`src/hw/rtl/totp_pkg.sv`:
```
`timescale 1ns / 1ps
`default_nettype none
// ----------------------------------------------------------------------------
// totp_pkg
// Shared types and constants for the TOTP code generator.
// ----------------------------------------------------------------------------
package totp_pkg;

    localparam int CfgIdxW = 3;

    typedef enum logic [CfgIdxW-1:0] {
        REG_KEY0   = 3'd0,
        REG_KEY1   = 3'd1,
        REG_KEY2   = 3'd2,
        REG_KEY3   = 3'd3,
        REG_KEYLEN = 3'd4,
        REG_STEP   = 3'd5,
        REG_DIGITS = 3'd6
    } cfg_idx_t;

    localparam logic [159:0] SHA1_IV =
        160'h67452301_EFCDAB89_98BADCFE_10325476_C3D2E1F0;

    localparam logic [7:0] IPAD = 8'h36;
    localparam logic [7:0] OPAD = 8'h5C;

    // Start/done handshake between sequencer and the SHA-1 round unit.
    typedef struct packed {
        logic         start;
        logic [159:0] chain;
        logic [511:0] block;
    } sha_req_t;

    typedef struct packed {
        logic         done;
        logic [159:0] digest;
    } sha_rsp_t;

    function automatic logic [31:0] sha1_k(input logic [6:0] rnd);
        if (rnd < 7'd20)      return 32'h5A827999;
        else if (rnd < 7'd40) return 32'h6ED9EBA1;
        else if (rnd < 7'd60) return 32'h8F1BBCDC;
        else                  return 32'hCA62C1D6;
    endfunction

    function automatic logic [31:0] sha1_f(input logic [6:0] rnd, input logic [31:0] b,
                                           input logic [31:0] c, input logic [31:0] d);
        if (rnd < 7'd20)      return (b & c) | (~b & d);
        else if (rnd < 7'd40) return b ^ c ^ d;
        else if (rnd < 7'd60) return (b & c) | (b & d) | (c & d);
        else                  return b ^ c ^ d;
    endfunction

endpackage : totp_pkg
`default_nettype wire

```
`src/hw/rtl/totp_sha1_core.sv`:
```
`timescale 1ns / 1ps
`default_nettype none
// ----------------------------------------------------------------------------
// totp_sha1_core
// One SHA-1 compression, one round per cycle over a 16-word schedule window.
// ----------------------------------------------------------------------------
module totp_sha1_core (
    input  wire logic               clk,
    input  wire logic               rst_n,
    input  wire totp_pkg::sha_req_t req,
    output totp_pkg::sha_rsp_t      rsp
);
    import totp_pkg::*;

    logic         run_reg;
    logic [6:0]   rnd_reg;
    logic [511:0] w_reg;
    logic [159:0] h_reg;
    logic [31:0]  a_reg, b_reg, c_reg, d_reg, e_reg;
    logic         done_reg;

    logic [31:0] w0, wnew, t;

    assign w0   = w_reg[511:480];
    assign wnew = {w_reg[511-2*32 -: 32] ^ w_reg[511-8*32 -: 32] ^
                   w_reg[511-13*32 -: 32] ^ w_reg[511 -: 32]};
    assign t    = {a_reg[26:0], a_reg[31:27]} + sha1_f(rnd_reg, b_reg, c_reg, d_reg)
                  + e_reg + sha1_k(rnd_reg) + w0;

    always_ff @(posedge clk or negedge rst_n)
    begin
        if (!rst_n)
        begin
            run_reg  <= 1'b0;
            rnd_reg  <= '0;
            done_reg <= 1'b0;
        end
        else
        begin
            done_reg <= 1'b0;
            if (req.start)
            begin
                run_reg <= 1'b1;
                rnd_reg <= '0;
                w_reg   <= req.block;
                h_reg   <= req.chain;
                {a_reg, b_reg, c_reg, d_reg, e_reg} <= req.chain;
            end
            else if (run_reg)
            begin
                // window shifts by one word; new word = rotl1 of the xor taps
                w_reg <= {w_reg[479:0], wnew[30:0], wnew[31]};
                e_reg <= d_reg;
                d_reg <= c_reg;
                c_reg <= {b_reg[1:0], b_reg[31:2]};
                b_reg <= a_reg;
                a_reg <= t;
                rnd_reg <= rnd_reg + 7'd1;
                if (rnd_reg == 7'd79)
                begin
                    run_reg  <= 1'b0;
                    done_reg <= 1'b1;
                end
            end
        end
    end

    assign rsp.done   = done_reg;
    assign rsp.digest = {h_reg[159:128] + a_reg, h_reg[127:96] + b_reg,
                         h_reg[95:64] + c_reg, h_reg[63:32] + d_reg, h_reg[31:0] + e_reg};

endmodule : totp_sha1_core
`default_nettype wire

```
`src/hw/rtl/totp_divider.sv`:
```
`timescale 1ns / 1ps
`default_nettype none
// ----------------------------------------------------------------------------
// totp_divider
// Restoring divider, one quotient bit per cycle; 64-bit dividend.
// ----------------------------------------------------------------------------
module totp_divider (
    input  wire logic        clk,
    input  wire logic        rst_n,
    input  wire logic        start,
    input  wire logic [63:0] dividend,
    input  wire logic [31:0] divisor,
    output logic             done,
    output logic [63:0]      quotient,
    output logic [31:0]      remainder
);
    logic        run_reg;
    logic [5:0]  cnt_reg;
    logic [63:0] q_reg;
    logic [32:0] r_reg;
    logic [31:0] d_reg;
    logic        done_reg;
    logic [32:0] trial;
    logic        fits;

    assign trial = {r_reg[31:0], q_reg[63]};
    assign fits  = trial >= {1'b0, d_reg};

    always_ff @(posedge clk or negedge rst_n)
    begin
        if (!rst_n)
        begin
            run_reg  <= 1'b0;
            done_reg <= 1'b0;
            cnt_reg  <= '0;
        end
        else
        begin
            done_reg <= 1'b0;
            if (start)
            begin
                run_reg <= 1'b1;
                cnt_reg <= '0;
                q_reg   <= dividend;
                r_reg   <= '0;
                d_reg   <= divisor;
            end
            else if (run_reg)
            begin
                r_reg   <= fits ? trial - {1'b0, d_reg} : trial;
                q_reg   <= {q_reg[62:0], fits};
                cnt_reg <= cnt_reg + 6'd1;
                if (cnt_reg == 6'd63)
                begin
                    run_reg  <= 1'b0;
                    done_reg <= 1'b1;
                end
            end
        end
    end

    // divide by zero gives all ones naturally
    assign done      = done_reg;
    assign quotient  = q_reg;
    assign remainder = r_reg[31:0];

endmodule : totp_divider
`default_nettype wire

```
`src/hw/rtl/totp_code_generator.sv`:
```
`timescale 1ns / 1ps
`default_nettype none
// ----------------------------------------------------------------------------
// totp_code_generator
// HMAC-SHA1 TOTP: time / step, HMAC of the counter, truncation, mod 10^d (d clamped to 6..8).
// ----------------------------------------------------------------------------
// Sequence: time / step on the shared divider, four SHA-1 compressions,
// mod 10^d on the same divider, then the code register.
// A new start is taken only in idle; busy drops in the cycle after the strobe.
// The code strobe lasts one cycle and cannot be stalled.
// Reset: registers to key 0, key length 20, step 30, 6 digits; sequencer idle.
module totp_code_generator #(
    parameter int MAX_KEY_BYTES = 32
) (
    input  wire logic        clk,
    input  wire logic        rst_n,
    input  wire logic        start,
    output logic             busy,
    input  wire logic [63:0] unix_time,
    output logic             code_valid,
    output logic [26:0]      code,
    input  wire logic        cfg_valid,
    output logic             cfg_ready,
    input  wire logic [2:0]  cfg_index,
    input  wire logic [63:0] cfg_data
);
    import totp_pkg::*;

    localparam int KeyCap = (MAX_KEY_BYTES < 32) ? MAX_KEY_BYTES : 32;

    typedef enum logic [3:0] {
        S_IDLE, S_DIV, S_IN1, S_IN2, S_OUT1, S_OUT2, S_MOD, S_DONE
    } state_t;

    state_t       state_reg;
    logic [255:0] key_reg;
    logic [5:0]   keylen_reg;
    logic [31:0]  step_reg;
    logic [3:0]   digits_reg;
    logic [159:0] ihash_reg;
    logic         code_valid_reg;
    logic [26:0]  code_reg;

    sha_req_t     req;
    sha_rsp_t     rsp;
    logic         div_start, div_done;
    logic [63:0]  div_dividend, div_q;
    logic [31:0]  div_divisor, div_r;

    logic [511:0] key_blk;
    logic [5:0]   eff_len;
    logic [26:0]  modulus;
    logic [3:0]   off;
    logic [159:0] dg;
    logic [31:0]  trunc;

    always_comb
    begin
        eff_len = (keylen_reg > 6'(KeyCap)) ? 6'(KeyCap) : keylen_reg;
        key_blk = '0;
        for (int i = 0; i < 32; i++)
            if (6'(i) < eff_len)
                key_blk[511-8*i -: 8] = key_reg[255-8*i -: 8];
    end

    always_comb
    begin
        if (digits_reg <= 4'd6)      modulus = 27'd1000000;
        else if (digits_reg == 4'd7) modulus = 27'd10000000;
        else                         modulus = 27'd100000000;
    end

    assign dg    = rsp.digest;
    assign off   = dg[3:0];
    assign trunc = dg[159 - 8*off -: 32] & 32'h7FFF_FFFF;

    // second block of each hash chains straight off the digest of the first
    always_comb
    begin
        req.start = 1'b0;
        req.chain = SHA1_IV;
        req.block = key_blk ^ {64{IPAD}};
        case (state_reg)
            S_DIV:  if (div_done) req.start = 1'b1;
            S_IN1:
            begin
                req.chain = rsp.digest;
                req.block = {div_q, 8'h80, 376'd0, 64'd576};
                req.start = rsp.done;
            end
            S_IN2:
            begin
                req.block = key_blk ^ {64{OPAD}};
                req.start = rsp.done;
            end
            S_OUT1:
            begin
                req.chain = rsp.digest;
                req.block = {ihash_reg, 8'h80, 280'd0, 64'd672};
                req.start = rsp.done;
            end
            default: ;
        endcase
    end

    always_comb
    begin
        div_start    = 1'b0;
        div_dividend = unix_time;
        div_divisor  = step_reg;
        case (state_reg)
            S_IDLE: div_start = start;
            S_OUT2:
            begin
                div_start    = rsp.done;
                div_dividend = {32'd0, trunc};
                div_divisor  = {5'd0, modulus};
            end
            default: ;
        endcase
    end

    always_ff @(posedge clk or negedge rst_n)
    begin
        if (!rst_n)
        begin
            state_reg      <= S_IDLE;
            key_reg        <= '0;
            keylen_reg     <= 6'd20;
            step_reg       <= 32'd30;
            digits_reg     <= 4'd6;
            code_valid_reg <= 1'b0;
        end
        else
        begin
            code_valid_reg <= 1'b0;
            if (cfg_valid)
            begin
                case (cfg_index)
                    REG_KEY0:   key_reg[255:192] <= cfg_data;
                    REG_KEY1:   key_reg[191:128] <= cfg_data;
                    REG_KEY2:   key_reg[127:64]  <= cfg_data;
                    REG_KEY3:   key_reg[63:0]    <= cfg_data;
                    REG_KEYLEN: keylen_reg       <= cfg_data[5:0];
                    REG_STEP:   step_reg         <= cfg_data[31:0];
                    REG_DIGITS: digits_reg       <= cfg_data[3:0];
                    default: ;
                endcase
            end
            case (state_reg)
                S_IDLE: if (start) state_reg <= S_DIV;
                S_DIV:  if (div_done) state_reg <= S_IN1;
                S_IN1:  if (rsp.done) state_reg <= S_IN2;
                S_IN2:
                    if (rsp.done)
                    begin
                        ihash_reg <= rsp.digest;
                        state_reg <= S_OUT1;
                    end
                S_OUT1: if (rsp.done) state_reg <= S_OUT2;
                S_OUT2: if (rsp.done) state_reg <= S_MOD;
                S_MOD:
                    if (div_done)
                    begin
                        code_reg       <= div_r[26:0];
                        code_valid_reg <= 1'b1;
                        state_reg      <= S_DONE;
                    end
                S_DONE: state_reg <= S_IDLE;
                default: state_reg <= S_IDLE;
            endcase
        end
    end

    totp_sha1_core u_sha (
        .clk (clk),
        .rst_n (rst_n),
        .req (req),
        .rsp (rsp)
    );

    totp_divider u_div (
        .clk       (clk),
        .rst_n     (rst_n),
        .start     (div_start),
        .dividend  (div_dividend),
        .divisor   (div_divisor),
        .done      (div_done),
        .quotient  (div_q),
        .remainder (div_r)
    );

    assign busy       = (state_reg != S_IDLE);
    assign cfg_ready  = 1'b1;
    assign code_valid = code_valid_reg;
    assign code       = code_reg;

endmodule : totp_code_generator
`default_nettype wire
```
`config.mk`:
```
export PLATFORM = sky130hd
export DESIGN_NAME = totp_code_generator
export DESIGN_NICKNAME = d
export VERILOG_FILES = /design/src/hw/rtl/totp_pkg.sv /design/src/hw/rtl/totp_sha1_core.sv /design/src/hw/rtl/totp_divider.sv /design/src/hw/rtl/totp_code_generator.sv
export SDC_FILE = /design/constraint.sdc
export NUM_CORES = 2
export LEC_CHECK = 0
export ABC_CLOCK_PERIOD_IN_PS = 56200
export BUFFER_PORTS_ARGS = -buffer_cell sky130_fd_sc_hd__buf_2
export CAP_MARGIN = 0
export CORE_AREA = 2 2 486 585
export DETAILED_ROUTE_END_ITERATION = 12
export DIE_AREA = 0 0 488 587
export HOLD_SLACK_MARGIN = 0.08
export PLACE_DENSITY = 0.43
export SLEW_MARGIN = 20
export SYNTH_ARGS = -nofsm -noshare
export SYNTH_HDL_FRONTEND = slang
export SYNTH_HIERARCHICAL = 1
export SYNTH_SLANG_ARGS = --single-unit
```
`constraint.sdc`:
```
create_clock -name clk -period 56.2 [get_ports clk]
set_input_delay 11.24 -clock clk [delete_from_list [all_inputs] [get_ports clk]]
set_output_delay 11.24 -clock clk [all_outputs]
set_load 0.05 [all_outputs]
```
==> reports/qor.yml <==
outcome: "finished, final reports clean"
io_buffers: 163
layout_common_cells: "1147 x edfxtp_1, 1002 x mux2_2, 441 x nand2_1"
crit_required_ps: 44960
ctsHtreeMaxLevel: 4
antenna_left: 0
wl_per_cell_um: 32.3
gp_congestion: 1.00
largest_register_ffs: 512
hpwl_mm: 264
stdcell_count: 11060
avgSynthCellArea_um2: 12.1
p_leak_nw: 34.9
tightest_slew_ps: 1340
grt-ovfl-total: 0
fp.dieW_um: 488
intPower_mw: 2.33
post_cts_resized: 0
ys.flop_type: "edfxtp_1"
nets: 7621
die_y_um: 587
num_io_pins: 165
cts_tree: "done"
rows: 214
grt_pass1_vias: 58535
cts_root_buf: "clkbuf_16"
slew_violations: 0
power_frac_comb_pct: 28.6
clkPwrFrac_pct: 31.0
synth_edf_count: 1147
setup_tns_ps: 0
setup_viol: 0
slew_headroom_pct: 10.5
viasPerCell: 5.44
p_switching_mw: 1.23
switching_share_pct: 34.5
finalCritPeriodShare_pct: 25.2
post-route-cell-area_mm2: 0.0956
yosys_warnings: 6
coreArea_mm2: 0.281
final_common_cell: "edfxtp_1"
grt.total_usage_pct: 24.3
dieArea_mm2: 0.286
drive_above_1_share_pct: 24.6
min_path_cells: 1
ir_worst_vdd_uv: 22.3
synthesis.area_mm2: 0.0839
final_hold_viol_count: 0
synth_cell_types: 106
worst_clock_skew_ps: 68.2
place_inst: 10733
drc: 0
rsz0062_at_grt: "false"
critPathCaptureType: "primary output"
cts_buffers: 176
grt_pass1_wl_mm: 488
antenna_found_initial: 70
powerDensity_mw_per_mm2: 37.2
num_vias: 60177
clk_path_buf_depth: 4
syn_inst: 6917
postCtsSetupRepairBufs: 0
seqPwrFrac_pct: 40.4
postCtsHoldBufs: 0
clk_latency_ps: 870
crit_path_max_fanout: 55
ys_ff_latch: 1466
initial_utilization_pct: 29.8
r2r_cells: 22
routed_wl_mm: 357
drt_first_pass_iters: 6
async_flop_share_pct: 21.8
clk_pin_slew_ps: 60
fmax_mhz: 70.7
drv_cap: 0
syn_to_final_growth_pct: 13.9
start_kind: "flip-flop"
drt_iter0_markers: 5703
hold_class: "flip-flop to flip-flop"
period_minus_slack_ps: 14140
crit_type: "flip-flop to primary output"
grt_max_degree: 159
dpl_cell_area_mm2: 0.0902
cp.arrival_ps: 2900
ys_seq_area_share_pct: 50.6
cts_sinks: 1466
==> layout make-up <==
| type | count | area (µm²) |
|---|---|---|
| sequential | 1466 | 42400 |
| clock inverter | 65 | 480 |
| timing repair buffer | 375 | 2520 |
| fill | 27938 | 186000 |
| antenna | 18 | 45.0 |
| clock buffer | 243 | 4830 |
| tap | 3780 | 4730 |
| multi-input combinational | 4806 | 39300 |
| inverter | 307 | 1160 |
==> Yosys cell counts (16+ instances only) <==
library cell / n / area (µm²)
nor2b_1: 42 / 263
o221ai_1: 20 / 175
and3_1: 137 / 857
a221o_1: 41 / 410
clkbuf_1: 285 / 1070
buf_4: 16 / 120
buf_1: 22 / 82.6
a21o_1: 147 / 1100
mux2i_1: 220 / 2200
mux4_2: 32 / 721
nand2_1: 443 / 1660
inv_1: 300 / 1130
edfxtp_1: 1147 / 34400
fa_1: 126 / 2520
nor2_1: 296 / 1110
o21ai_0: 271 / 1360
o21a_1: 47 / 353
a31oi_1: 43 / 269
o21ai_1: 25 / 125
a21oi_1: 374 / 1870
nand4_1: 24 / 150
o21bai_1: 29 / 218
xnor2_1: 212 / 1860
mux2_2: 1002 / 11300
and2_1: 74 / 463
a211oi_1: 55 / 413
or3_1: 19 / 119
dfrtp_1: 311 / 7780
o211ai_1: 39 / 293
nand3_1: 118 / 591
a221oi_1: 44 / 385
nor3_1: 67 / 335
nand2b_1: 120 / 751
a32o_1: 33 / 330
a311oi_1: 52 / 455
buf_2: 73 / 365
o22ai_1: 44 / 275
xor2_1: 62 / 543
ha_1: 228 / 2850
==> metal layers <==
layer / track usage, % / part of all wire, %
met5: 0 / 0.0076
met4: 12.8 / 6.1
met2: 40.6 / 48
met3: 3.19 / 5.2
met1: 30.3 / 41
==> power groups by stage <==
| stage | clock (mW) | sequential [mW] | combinational, mW |
|---|---|---|---|
| 2_1_floorplan | 0 | 1.43 | 0.661 |
| 3_3_place_gp | 0 | 1.46 | 0.998 |
| 3_5_place_dp | 0 | 1.46 | 1.01 |
| 4_1_cts | 1.13 | 1.44 | 1.01 |
| 5_1_grt | 1.17 | 1.45 | 1.09 |
| 6_report | 1.10 | 1.44 | 1.02 |
==> final timing paths <==
kind	start	to	slack, ps
worst min register to register	key_reg[232]	key_reg[232]	490
worst max register to register	u_sha/rnd_reg[2]	u_sha/a_reg[31]	49020
max in group asynchronous	rst_n	key_reg[129]	43710
min in group asynchronous	rst_n	step_reg[21]	10370
worst min-delay path	key_reg[232]	key_reg[232]	490
worst max-delay path	state_reg[2]	busy	42060
==> logic make-up (layout without fill, tap and decap cells) <==
group,count (synthesis),in the layout,synth area share [%]
DFF,1466,1466,50.6
AOI/OAI and AO/OA,1436,1436,11.6
other,2,82,0.00895
muxes,1262,1262,17.0
and+or+nand+nor,1415,1415,8.17
adders and majority gates,354,354,6.40
xor gates and xnor gates,275,275,2.88
buffers and inverters,707,990,3.39
==> critical path: stages (launching register included) <==
cell,delay [ps]
dfrtp_4,890
inv_2,440
nand2_1,380
buf_2,330
==> per-stage QoR <==
step	total power [mW]	setup WS (ps)	hold slack, ps	utilization, %
floorplan	2.09	14370	458	-
global placement	2.45	41270	479	32.0
detailed placement	2.46	41220	483	32.0
CTS	3.58	41970	489	33.9
global route	3.71	41880	504	33.9
finish	3.56	42060	493	34.0
(Power assumes the default switching activity.)
